**config.mk**
```make
export PLATFORM = sky130hd
export DESIGN_NAME = binary_min_heap_priority_queue_unit
export DESIGN_NICKNAME = d
export VERILOG_FILES = /design/src/rtl/core/bmh_pkg.sv /design/src/rtl/core/binary_min_heap_priority_queue_unit.sv /design/src/rtl/core/bmh_ctrl.sv /design/src/rtl/core/bmh_dpath.sv
export VERILOG_INCLUDE_DIRS = /design/src /design/src/rtl/core
export SDC_FILE = /design/constraint.sdc
export NUM_CORES = 2
export LEC_CHECK = 0
export BUFFER_PORTS_ARGS = -buffer_cell sky130_fd_sc_hd__buf_2
export CAP_MARGIN = 20
export CORE_ASPECT_RATIO = 0.5
export CORE_MARGIN = 4
export CORE_UTILIZATION = 25
export DETAILED_ROUTE_END_ITERATION = 8
export GPL_TIMING_DRIVEN = 0
export PLACE_DENSITY = 0.47
export SYNTH_ARGS = -nofsm -noshare
export SYNTH_HDL_FRONTEND = slang
export SYNTH_SLANG_ARGS = --single-unit
```
**constraint.sdc**
```tcl
create_clock -name aclk -period 9.7 [get_ports aclk]
set_clock_uncertainty 0.05 [all_clocks]
set_input_delay 1.94 -clock aclk [delete_from_list [all_inputs] [get_ports aclk]]
set_output_delay 1.94 -clock aclk [all_outputs]
set_load 0.1 [all_outputs]
```
**src/rtl/core/assert_macros.svh**
```systemverilog
// Assertion macros shared by the heap RTL.
// Depends on the including module having aclk and aresetn in scope.
`ifndef ASSERT_MACROS_SVH
`define ASSERT_MACROS_SVH

// Check a property on every rising clock edge outside reset.
`define BMH_ASSERT(lbl, prop, msg) \
    lbl: assert property (@(posedge aclk) disable iff (!aresetn) prop) \
        else $error(msg);

// Check that a condition never holds outside reset.
`define BMH_NEVER(lbl, expr, msg) \
    `BMH_ASSERT(lbl, !(expr), msg)

`endif

```
**src/rtl/core/bmh_pkg.sv**
```systemverilog
// Package for the binary min-heap priority queue: sizes, codes, command and status types.
// No dependencies; imported by bmh_ctrl, bmh_dpath and the top level.
package bmh_pkg;

    localparam int HEAP_DEPTH = 16;
    localparam int KEY_W      = 32;
    localparam int IDX_W      = $clog2(HEAP_DEPTH);
    localparam int CNT_W      = $clog2(HEAP_DEPTH + 1);
    localparam int CHILD_W    = IDX_W + 2;
    localparam int REQ_W      = 2;
    localparam int STS_W      = 2;
    localparam int S_TDATA_W  = ((KEY_W + IDX_W + 7) / 8) * 8;
    localparam int M_FIELDS_W = 2 * KEY_W + 1 + CNT_W;
    localparam int M_TDATA_W  = ((M_FIELDS_W + 7) / 8) * 8;

    typedef logic signed [KEY_W-1:0] key_t;

    localparam key_t KEY_MAX = {1'b0, {(KEY_W-1){1'b1}}};
    localparam logic [CNT_W-1:0] CAP_RESET = CNT_W'(HEAP_DEPTH);

    typedef enum logic [REQ_W-1:0] {
        REQ_INSERT   = 2'd0,
        REQ_EXTRACT  = 2'd1,
        REQ_DECREASE = 2'd2,
        REQ_DELETE   = 2'd3
    } req_t;

    typedef enum logic [STS_W-1:0] {
        STS_OK    = 2'd0,
        STS_FULL  = 2'd1,
        STS_EMPTY = 2'd2,
        STS_BAD   = 2'd3
    } sts_t;

    typedef enum logic [3:0] {
        S_IDLE,
        S_LOOK,
        S_DECIDE,
        S_UP_RD,
        S_UP_CMP,
        S_TAKE_RD,
        S_TAKE,
        S_DN_RD,
        S_DN_CMP,
        S_FIN,
        S_OUT
    } state_t;

    typedef enum logic [2:0] {
        RD_NONE,
        RD_LOOK,
        RD_PARENT,
        RD_KIDS,
        RD_LAST,
        RD_ROOT
    } rd_mode_t;

    typedef enum logic [1:0] {
        CNT_HOLD,
        CNT_INC,
        CNT_DEC
    } cnt_op_t;

    typedef enum logic [1:0] {
        CUR_HOLD,
        CUR_KEY,
        CUR_RDB
    } cur_op_t;

    typedef enum logic [2:0] {
        POS_HOLD,
        POS_COUNT,
        POS_IDX,
        POS_ZERO,
        POS_PARENT,
        POS_LEFT,
        POS_RIGHT
    } pos_op_t;

    typedef enum logic [1:0] {
        WR_CUR,
        WR_RDA,
        WR_RDB
    } wr_src_t;

    typedef struct packed {
        logic     load_req;
        rd_mode_t rd_mode;
        cnt_op_t  cnt_op;
        cur_op_t  cur_op;
        pos_op_t  pos_op;
        logic     wr_en;
        wr_src_t  wr_src;
        logic     set_status;
        logic     set_extr;
        logic     load_out;
    } cmd_t;

    typedef struct packed {
        req_t req;
        logic chk_fail;
        logic pos_zero;
        logic up_less;
        logic dn_left;
        logic dn_right;
        logic last_one;
        logic out_free;
    } stat_t;

endpackage

```
**src/rtl/core/binary_min_heap_priority_queue_unit.sv**
```systemverilog
// Binary min-heap priority queue of signed keys, top level.
// Channels: s_ beats carry a request, m_ beats carry one result per request.
// s_tuser = request type; s_tdata = key value, then entry index (low bit first).
// m_tuser = status; m_tdata = extracted value, min value, min valid, entry count.
// cfg_wen/cfg_wdata write the capacity limit; write only while the block is idle.
// One request at a time: a request walks the heap level by level in the sift loop,
// with one registered memory read per level; a delete climbs to the root and
// then sifts back down.
// A finished result sits in an output register; the next request is accepted
// while it waits, but its own result is held back until the receiver takes the
// earlier beat.
// Reset empties the heap (entry count zero), sets the capacity to the full depth
// and drops any pending result beat; heap contents need no clearing.
module binary_min_heap_priority_queue_unit (
    input  logic                           aclk,
    input  logic                           aresetn,
    input  logic                           cfg_wen,
    input  logic [bmh_pkg::CNT_W-1:0]      cfg_wdata,
    input  logic                           s_tvalid,
    output logic                           s_tready,
    // key_value, entry_index
    input  logic [bmh_pkg::S_TDATA_W-1:0]  s_tdata,
    // req_type
    input  logic [bmh_pkg::REQ_W-1:0]      s_tuser,
    output logic                           m_tvalid,
    input  logic                           m_tready,
    // extracted_value, min_value, min_valid, entry_count
    output logic [bmh_pkg::M_TDATA_W-1:0]  m_tdata,
    // status
    output logic [bmh_pkg::STS_W-1:0]      m_tuser
);
    import bmh_pkg::*;

    cmd_t  cmd;
    stat_t stat;

    bmh_ctrl u_ctrl (
        .aclk     (aclk),
        .aresetn  (aresetn),
        .s_tvalid (s_tvalid),
        .s_tready (s_tready),
        .stat     (stat),
        .cmd      (cmd)
    );

    bmh_dpath u_dpath (
        .aclk      (aclk),
        .aresetn   (aresetn),
        .cfg_wen   (cfg_wen),
        .cfg_wdata (cfg_wdata),
        .s_tdata   (s_tdata),
        .s_tuser   (s_tuser),
        .m_tvalid  (m_tvalid),
        .m_tready  (m_tready),
        .m_tdata   (m_tdata),
        .m_tuser   (m_tuser),
        .cmd       (cmd),
        .stat      (stat)
    );

endmodule

```
**src/rtl/core/bmh_ctrl.sv**
```systemverilog
// Controller state machine for the min-heap queue: sequences lookup, sift up,
// sift down and result load. Depends on bmh_pkg; drives bmh_dpath via cmd_t.
module bmh_ctrl (
    input  logic           aclk,
    input  logic           aresetn,
    input  logic           s_tvalid,
    output logic           s_tready,
    input  bmh_pkg::stat_t stat,
    output bmh_pkg::cmd_t  cmd
);
    import bmh_pkg::*;

    state_t state_reg;
    state_t state_next;
    logic   forced;

    assign forced   = (stat.req == REQ_DELETE);
    assign s_tready = (state_reg == S_IDLE);

    always_ff @(posedge aclk) begin
        if (!aresetn) begin
            state_reg <= S_IDLE;
        end else begin
            state_reg <= state_next;
        end
    end

    always_comb begin
        state_next     = state_reg;
        cmd.load_req   = 1'b0;
        cmd.rd_mode    = RD_NONE;
        cmd.cnt_op     = CNT_HOLD;
        cmd.cur_op     = CUR_HOLD;
        cmd.pos_op     = POS_HOLD;
        cmd.wr_en      = 1'b0;
        cmd.wr_src     = WR_CUR;
        cmd.set_status = 1'b0;
        cmd.set_extr   = 1'b0;
        cmd.load_out   = 1'b0;
        unique case (state_reg)
            S_IDLE: begin
                if (s_tvalid) begin
                    cmd.load_req = 1'b1;
                    state_next   = S_LOOK;
                end
            end
            S_LOOK: begin
                cmd.rd_mode = RD_LOOK;
                state_next  = S_DECIDE;
            end
            S_DECIDE: begin
                cmd.set_status = 1'b1;
                if (stat.chk_fail) begin
                    state_next = S_FIN;
                end else begin
                    unique case (stat.req)
                        REQ_INSERT: begin
                            cmd.pos_op = POS_COUNT;
                            cmd.cnt_op = CNT_INC;
                            cmd.cur_op = CUR_KEY;
                            state_next = S_UP_RD;
                        end
                        REQ_EXTRACT: begin
                            cmd.set_extr = 1'b1;
                            cmd.cnt_op   = CNT_DEC;
                            cmd.cur_op   = CUR_RDB;
                            cmd.pos_op   = POS_ZERO;
                            state_next   = stat.last_one ? S_FIN : S_DN_RD;
                        end
                        REQ_DECREASE: begin
                            cmd.pos_op = POS_IDX;
                            cmd.cur_op = CUR_KEY;
                            state_next = S_UP_RD;
                        end
                        default: begin
                            cmd.pos_op = POS_IDX;
                            state_next = S_UP_RD;
                        end
                    endcase
                end
            end
            S_UP_RD: begin
                if (stat.pos_zero) begin
                    if (forced) begin
                        state_next = S_TAKE_RD;
                    end else begin
                        cmd.wr_en  = 1'b1;
                        cmd.wr_src = WR_CUR;
                        state_next = S_FIN;
                    end
                end else begin
                    cmd.rd_mode = RD_PARENT;
                    state_next  = S_UP_CMP;
                end
            end
            S_UP_CMP: begin
                cmd.wr_en = 1'b1;
                if (forced || stat.up_less) begin
                    cmd.wr_src = WR_RDA;
                    cmd.pos_op = POS_PARENT;
                    state_next = S_UP_RD;
                end else begin
                    cmd.wr_src = WR_CUR;
                    state_next = S_FIN;
                end
            end
            S_TAKE_RD: begin
                cmd.rd_mode = RD_LAST;
                state_next  = S_TAKE;
            end
            S_TAKE: begin
                cmd.cnt_op = CNT_DEC;
                cmd.cur_op = CUR_RDB;
                cmd.pos_op = POS_ZERO;
                state_next = stat.last_one ? S_FIN : S_DN_RD;
            end
            S_DN_RD: begin
                cmd.rd_mode = RD_KIDS;
                state_next  = S_DN_CMP;
            end
            S_DN_CMP: begin
                cmd.wr_en = 1'b1;
                if (stat.dn_right) begin
                    cmd.wr_src = WR_RDB;
                    cmd.pos_op = POS_RIGHT;
                    state_next = S_DN_RD;
                end else if (stat.dn_left) begin
                    cmd.wr_src = WR_RDA;
                    cmd.pos_op = POS_LEFT;
                    state_next = S_DN_RD;
                end else begin
                    cmd.wr_src = WR_CUR;
                    state_next = S_FIN;
                end
            end
            S_FIN: begin
                cmd.rd_mode = RD_ROOT;
                state_next  = S_OUT;
            end
            S_OUT: begin
                if (stat.out_free) begin
                    cmd.load_out = 1'b1;
                    state_next   = S_IDLE;
                end
            end
            default: begin
                state_next = S_IDLE;
            end
        endcase
    end

endmodule

```
**src/rtl/core/bmh_dpath.sv**
```systemverilog
// Datapath for the min-heap queue: heap memory, count, capacity, sift registers
// and the result beat register. Depends on bmh_pkg and assert_macros.svh.
`include "assert_macros.svh"
module bmh_dpath (
    input  logic                           aclk,
    input  logic                           aresetn,
    input  logic                           cfg_wen,
    input  logic [bmh_pkg::CNT_W-1:0]      cfg_wdata,
    input  logic [bmh_pkg::S_TDATA_W-1:0]  s_tdata,
    input  logic [bmh_pkg::REQ_W-1:0]      s_tuser,
    output logic                           m_tvalid,
    input  logic                           m_tready,
    output logic [bmh_pkg::M_TDATA_W-1:0]  m_tdata,
    output logic [bmh_pkg::STS_W-1:0]      m_tuser,
    input  bmh_pkg::cmd_t                  cmd,
    output bmh_pkg::stat_t                 stat
);
    import bmh_pkg::*;

    key_t heap_mem [HEAP_DEPTH];

    logic [CNT_W-1:0] count_reg, count_next;
    logic [CNT_W-1:0] cap_reg, cap_next;
    logic             out_valid_reg, out_valid_next;

    req_t             req_reg;
    key_t             key_reg;
    logic [IDX_W-1:0] idx_reg;
    key_t             cur_reg, cur_next;
    logic [IDX_W-1:0] pos_reg, pos_next;
    sts_t             status_reg, status_next;
    key_t             extr_reg, extr_next;
    key_t             rd_a_reg;
    key_t             rd_b_reg;

    sts_t             out_status_reg;
    key_t             out_extr_reg;
    key_t             out_min_reg;
    logic             out_minv_reg;
    logic [CNT_W-1:0] out_cnt_reg;

    logic [CNT_W-1:0]   eff_cap;
    logic [CNT_W-1:0]   last_pos;
    logic [IDX_W-1:0]   pos_m1;
    logic [IDX_W-1:0]   parent_pos;
    logic [CHILD_W-1:0] left_pos;
    logic [CHILD_W-1:0] right_pos;
    logic [IDX_W-1:0]   rd_addr_a;
    logic [IDX_W-1:0]   rd_addr_b;
    logic               rd_en;
    key_t               wr_data;
    key_t               best_val;
    sts_t               chk_code;

    always_comb begin
        if (cap_reg == '0) begin
            eff_cap = CNT_W'(1);
        end else if (cap_reg > CNT_W'(HEAP_DEPTH)) begin
            eff_cap = CNT_W'(HEAP_DEPTH);
        end else begin
            eff_cap = cap_reg;
        end
    end

    assign last_pos   = count_reg - CNT_W'(1);
    assign pos_m1     = pos_reg - IDX_W'(1);
    assign parent_pos = {1'b0, pos_m1[IDX_W-1:1]};
    assign left_pos   = {1'b0, pos_reg, 1'b1};
    assign right_pos  = left_pos + CHILD_W'(1);

    always_comb begin
        rd_en     = 1'b1;
        rd_addr_a = '0;
        rd_addr_b = last_pos[IDX_W-1:0];
        unique case (cmd.rd_mode)
            RD_NONE:   rd_en = 1'b0;
            RD_LOOK:   rd_addr_a = (req_reg == REQ_EXTRACT) ? '0 : idx_reg;
            RD_PARENT: rd_addr_a = parent_pos;
            RD_KIDS: begin
                rd_addr_a = left_pos[IDX_W-1:0];
                rd_addr_b = right_pos[IDX_W-1:0];
            end
            RD_LAST:   rd_addr_b = last_pos[IDX_W-1:0];
            RD_ROOT:   rd_addr_a = '0;
            default:   rd_en = 1'b0;
        endcase
    end

    always_comb begin
        unique case (cmd.wr_src)
            WR_RDA:  wr_data = rd_a_reg;
            WR_RDB:  wr_data = rd_b_reg;
            default: wr_data = cur_reg;
        endcase
    end

    always_ff @(posedge aclk) begin
        if (cmd.wr_en) begin
            heap_mem[pos_reg] <= wr_data;
        end
        if (rd_en) begin
            rd_a_reg <= heap_mem[rd_addr_a];
            rd_b_reg <= heap_mem[rd_addr_b];
        end
    end

    always_comb begin
        chk_code = STS_OK;
        unique case (req_reg)
            REQ_INSERT: begin
                if (count_reg >= eff_cap) chk_code = STS_FULL;
            end
            REQ_EXTRACT: begin
                if (count_reg == '0) chk_code = STS_EMPTY;
            end
            REQ_DECREASE: begin
                if (CNT_W'(idx_reg) >= count_reg || rd_a_reg < key_reg) chk_code = STS_BAD;
            end
            default: begin
                if (CNT_W'(idx_reg) >= count_reg) chk_code = STS_BAD;
            end
        endcase
    end

    assign best_val = stat.dn_left ? rd_a_reg : cur_reg;

    assign stat.req      = req_reg;
    assign stat.chk_fail = (chk_code != STS_OK);
    assign stat.pos_zero = (pos_reg == '0);
    assign stat.up_less  = (cur_reg < rd_a_reg);
    assign stat.dn_left  = (left_pos < CHILD_W'(count_reg)) && (rd_a_reg < cur_reg);
    assign stat.dn_right = (right_pos < CHILD_W'(count_reg)) && (rd_b_reg < best_val);
    assign stat.last_one = (count_reg == CNT_W'(1));
    assign stat.out_free = !out_valid_reg || m_tready;

    always_comb begin
        count_next = count_reg;
        unique case (cmd.cnt_op)
            CNT_INC: count_next = count_reg + CNT_W'(1);
            CNT_DEC: count_next = count_reg - CNT_W'(1);
            default: count_next = count_reg;
        endcase
        cap_next       = cfg_wen ? cfg_wdata : cap_reg;
        out_valid_next = cmd.load_out | (out_valid_reg & ~m_tready);
    end

    always_comb begin
        unique case (cmd.cur_op)
            CUR_KEY: cur_next = key_reg;
            CUR_RDB: cur_next = rd_b_reg;
            default: cur_next = cur_reg;
        endcase
        unique case (cmd.pos_op)
            POS_COUNT:  pos_next = count_reg[IDX_W-1:0];
            POS_IDX:    pos_next = idx_reg;
            POS_ZERO:   pos_next = '0;
            POS_PARENT: pos_next = parent_pos;
            POS_LEFT:   pos_next = left_pos[IDX_W-1:0];
            POS_RIGHT:  pos_next = right_pos[IDX_W-1:0];
            default:    pos_next = pos_reg;
        endcase
        status_next = status_reg;
        extr_next   = extr_reg;
        if (cmd.load_req) begin
            status_next = STS_OK;
            extr_next   = KEY_MAX;
        end
        if (cmd.set_status) begin
            status_next = chk_code;
        end
        if (cmd.set_extr) begin
            extr_next = rd_a_reg;
        end
    end

    always_ff @(posedge aclk) begin
        if (!aresetn) begin
            count_reg     <= '0;
            cap_reg       <= CAP_RESET;
            out_valid_reg <= 1'b0;
        end else begin
            count_reg     <= count_next;
            cap_reg       <= cap_next;
            out_valid_reg <= out_valid_next;
        end
    end

    always_ff @(posedge aclk) begin
        if (cmd.load_req) begin
            req_reg <= req_t'(s_tuser);
            key_reg <= s_tdata[KEY_W-1:0];
            idx_reg <= s_tdata[KEY_W +: IDX_W];
        end
        cur_reg    <= cur_next;
        pos_reg    <= pos_next;
        status_reg <= status_next;
        extr_reg   <= extr_next;
        if (cmd.load_out) begin
            out_status_reg <= status_reg;
            out_extr_reg   <= extr_reg;
            out_min_reg    <= (count_reg != '0) ? rd_a_reg : '0;
            out_minv_reg   <= (count_reg != '0);
            out_cnt_reg    <= count_reg;
        end
    end

    assign m_tvalid = out_valid_reg;
    assign m_tuser  = out_status_reg;

    always_comb begin
        m_tdata = '0;
        m_tdata[KEY_W-1:0]         = out_extr_reg;
        m_tdata[KEY_W +: KEY_W]    = out_min_reg;
        m_tdata[2*KEY_W]           = out_minv_reg;
        m_tdata[2*KEY_W+1 +: CNT_W] = out_cnt_reg;
    end

    `BMH_NEVER(a_cnt_over, count_reg > CNT_W'(HEAP_DEPTH), "entry count above heap depth")
    `BMH_ASSERT(a_wr_live, cmd.wr_en |-> (CNT_W'(pos_reg) < count_reg), "write outside live entries")
    `BMH_ASSERT(a_inc_room, (cmd.cnt_op == CNT_INC) |-> (count_reg < eff_cap), "insert past capacity")
    `BMH_ASSERT(a_dec_live, (cmd.cnt_op == CNT_DEC) |-> (count_reg != '0), "remove from empty heap")

endmodule
```
==> summary.txt <==
All-Layer GR Usage - 17.0%
Crit path cell chain - inv_1 > ha_1 > nand4_2 > nor4_4 > o311ai_1 > o2111a_2 > mux2_4 > buf_2 > clkbuf_1 > a21oi_1 > ha_1 > a211oi_1 > and3_1 > o21ai_0 > nor4_1 > nand4_1 > mux2i_2 > o21ai_2 > ha_1 > clkbuf_1 > clkbuf_1 > nand2_1 > o21ai_1 > buf_4
CP Max Fanout - 13
CTS tree - done
Outcome - finished, final reports clean
Setup violators final - 0
Antenna Cells - 0
Most flops, register - u_dpath.heap_mem
Post-Syn Area - 37,300 sq um
Fill cells - 14,752
Maximum clock rate - 118 MHz
CP Launch Type - flip-flop
Max stage delay on crit path - 770 ps
Critical Path AT - 8900 ps
Die area - 156,000 sq um
Met3 GRT Util - 3.49%
Seq/Total Area, Yosys - 61.6%
Max reg flops - 512
Bufs on Longest Clock Path - 3
Max Cap Viol - 0
Final Worst Setup Slack - 1260 ps
RSZ-0062 raised after global routing - no
Hold Buf Count CTS - 0
Grt met2 use - 26.3%
Routed WL per cell - 26.5 microns
GRT busiest layer - met2
Final #Nets - 3,258
DR vias - 26,396
Root Buffer - clkbuf_16
Share of layout cells above drive strength 1 - 16.9%
Routed wire length - 136 mm
CTS sink cnt - 771
Drc violations - 0
Lkg Pwr - 14.7 nW
Core area - 147,000 sq um
Pwr dens - 300 nW/um^2
H-tree lvl count - 3
CTS Buf Count - 82
Period minus WS final - 8440 ps
Number of flops mapped to enable cells by yosys - 756
Critical path required time - 10,160 ps
Yosys reg bits - 771
CP Class - flip-flop to flip-flop
Synth-to-Final Area Change - 17.8%
Global-route wire length before repair - 192 mm
Initial Utilization - 25.4%
Post-synth top area cell - edfxtp_1
Prevailing post-synth register cell - edfxtp_1
Cell count after synthesis - 2,818
Cell row count - 99
Hold Crit Class - flip-flop to flip-flop
Slowest CP cell - nor4_1
Synth cell types - 72
Slew headroom - 25.0%
Worst-margin pin slew - 1130 ps
Largest net degree at the start of global routing - 65
Fin Hold WS - 362 ps
Initial detailed-routing violation count - 3,300
Initial antenna violation count - 8
Die H - 281 microns
Hpwl dp - 101 mm
Share of the synthesized area in the top cell type - 60.8%
Syn avg cell area - 13.2 sq um
Vias/cell - 5.16
Clock transition at path regs - 60 ps
Met1 usage - 24.5%
GRT overflow - 0
Clk_lat worst skew - 670 ps
Post-synth top cells - edfxtp_1, nand2_1, a211oi_1
Yosys warns - 0
Fraction of registers with async set/reset - 0%
I/O pin total - 128
Cts repair resizes - 0
GP Congestion - 0.900
CP Capture Type - flip-flop
Post-route ant nets - 0
Peak supply drop - 0.000136 V
Final hold violations - 0
Max-slew violations - 0
Tcrit/Tclk final - 87.0%
Area contributors post-synth - edfxtp_1, mux4_2, ha_1
Most instantiated library cell after synthesis - edfxtp_1
Pre-Repair DR Iteration Count - 6
Chip Width - 554 microns
Vias in the first global route - 26,154
Port Buffers - 120
Pre-CTS setup slack - 1440 ps
Post-CTS Setup Bufs - 0
cells by family after synthesis:
group	Yosys count	synth area share [%]
buf+inv	282	3.12
fa+ha+maj	123	4.12
xor+xnor	9	0.211
simple gates	778	9.82
other cells	1	0.0100
flops	771	61.6
compound gates	685	12.2
mux	169	8.85
where the power goes:
part,switching (W),leakage [nW],internal [W]
registers,0.000283,6.91,0.00434
logic,0.00382,6.57,0.00165
clock network,0.00135,1.26,0.00173
total,0.00545,14.7,0.00773
final timing paths:
path,startpoint,end,slack (ps),depth (start not counted)
max,u_dpath.rd_a_reg[31]$_DFFE_PP_,u_dpath.heap_mem[4][11]$_DFFE_PP_,1260,24
min,u_dpath.extr_reg[24]$_SDFFCE_PN1P_,u_dpath.out_extr_reg[24]$_DFFE_PP_,360,0
max reg2reg,u_dpath.rd_a_reg[31]$_DFFE_PP_,u_dpath.heap_mem[4][11]$_DFFE_PP_,1260,24
min reg2reg,u_dpath.extr_reg[24]$_SDFFCE_PN1P_,u_dpath.out_extr_reg[24]$_DFFE_PP_,360,0
routing by layer:
metal  wire length, microns  vias up  share of wire, %
li1                       -    11449                 -
met1                  60900    13568                45
met2                  60100     1206                44
met3                  11800      173               8.7
met4                   2840        0               2.1
met5                      0        -                 0
final cells by class:
cell class | count | area, sq um | share of cell area [%]
plain buffers | 199 | 855 | 1.94
multi-input cells | 1766 | 13300 | 30.4
clock buffers | 101 | 2180 | 4.95
repair buffers | 180 | 1430 | 3.25
clock inverters | 45 | 378 | 0.860
well taps | 1969 | 2460 | 5.60
inverters | 83 | 312 | 0.709
flip-flops and latches | 771 | 23000 | 52.3
cell usage in the layout (no fill, tap or decap), types with 13 or more instances in the layout:
master     count
edfxtp_1     756
o21ai_1       20
clkinv_1      20
a31oi_1       70
nand3_1       18
a21o_1        14
clkbuf_16     84
and2_1       129
buf_2        164
a211oi_1     196
ha_1         123
nand2_1      386
dfxtp_1       15
clkinv_2      13
o21ai_2       16
mux2i_1       39
nor2b_1       52
nand4_1       17
buf_6         23
clkbuf_1     149
mux4_2       128
buf_4         27
a21oi_1      169
nor2_1        90
a22oi_1       31
o21ai_0       54
a311oi_1      64
inv_1         82
worst max-delay path: cells and delay by family (launching register included):
| family | cells | cell delay (ps) |
|---|---|---|
| flops | 1 | 510 |
| mux | 2 | 510 |
| simple gates | 6 | 2130 |
| fa+ha+maj | 3 | 1140 |
| compound gates | 7 | 1750 |
| buf+inv | 6 | 2160 |
through the flow:
step / cell area (sq um) / power, W / utilization, % / cells / setup TNS (ps)
floorplan: 37300 / 0.00774 / - / 2819 / 0
global placement: 40400 / 0.00991 / 27.5 / 4908 / -66530
detailed placement: 41400 / 0.0101 / 28.1 / 4967 / 0
CTS: 43900 / 0.0132 / 29.9 / 5113 / 0
global route: 44000 / 0.0138 / 29.9 / 5114 / 0
finish: 44000 / 0.0132 / 29.9 / 5114 / 0
Power figures use the tool's default switching activity.
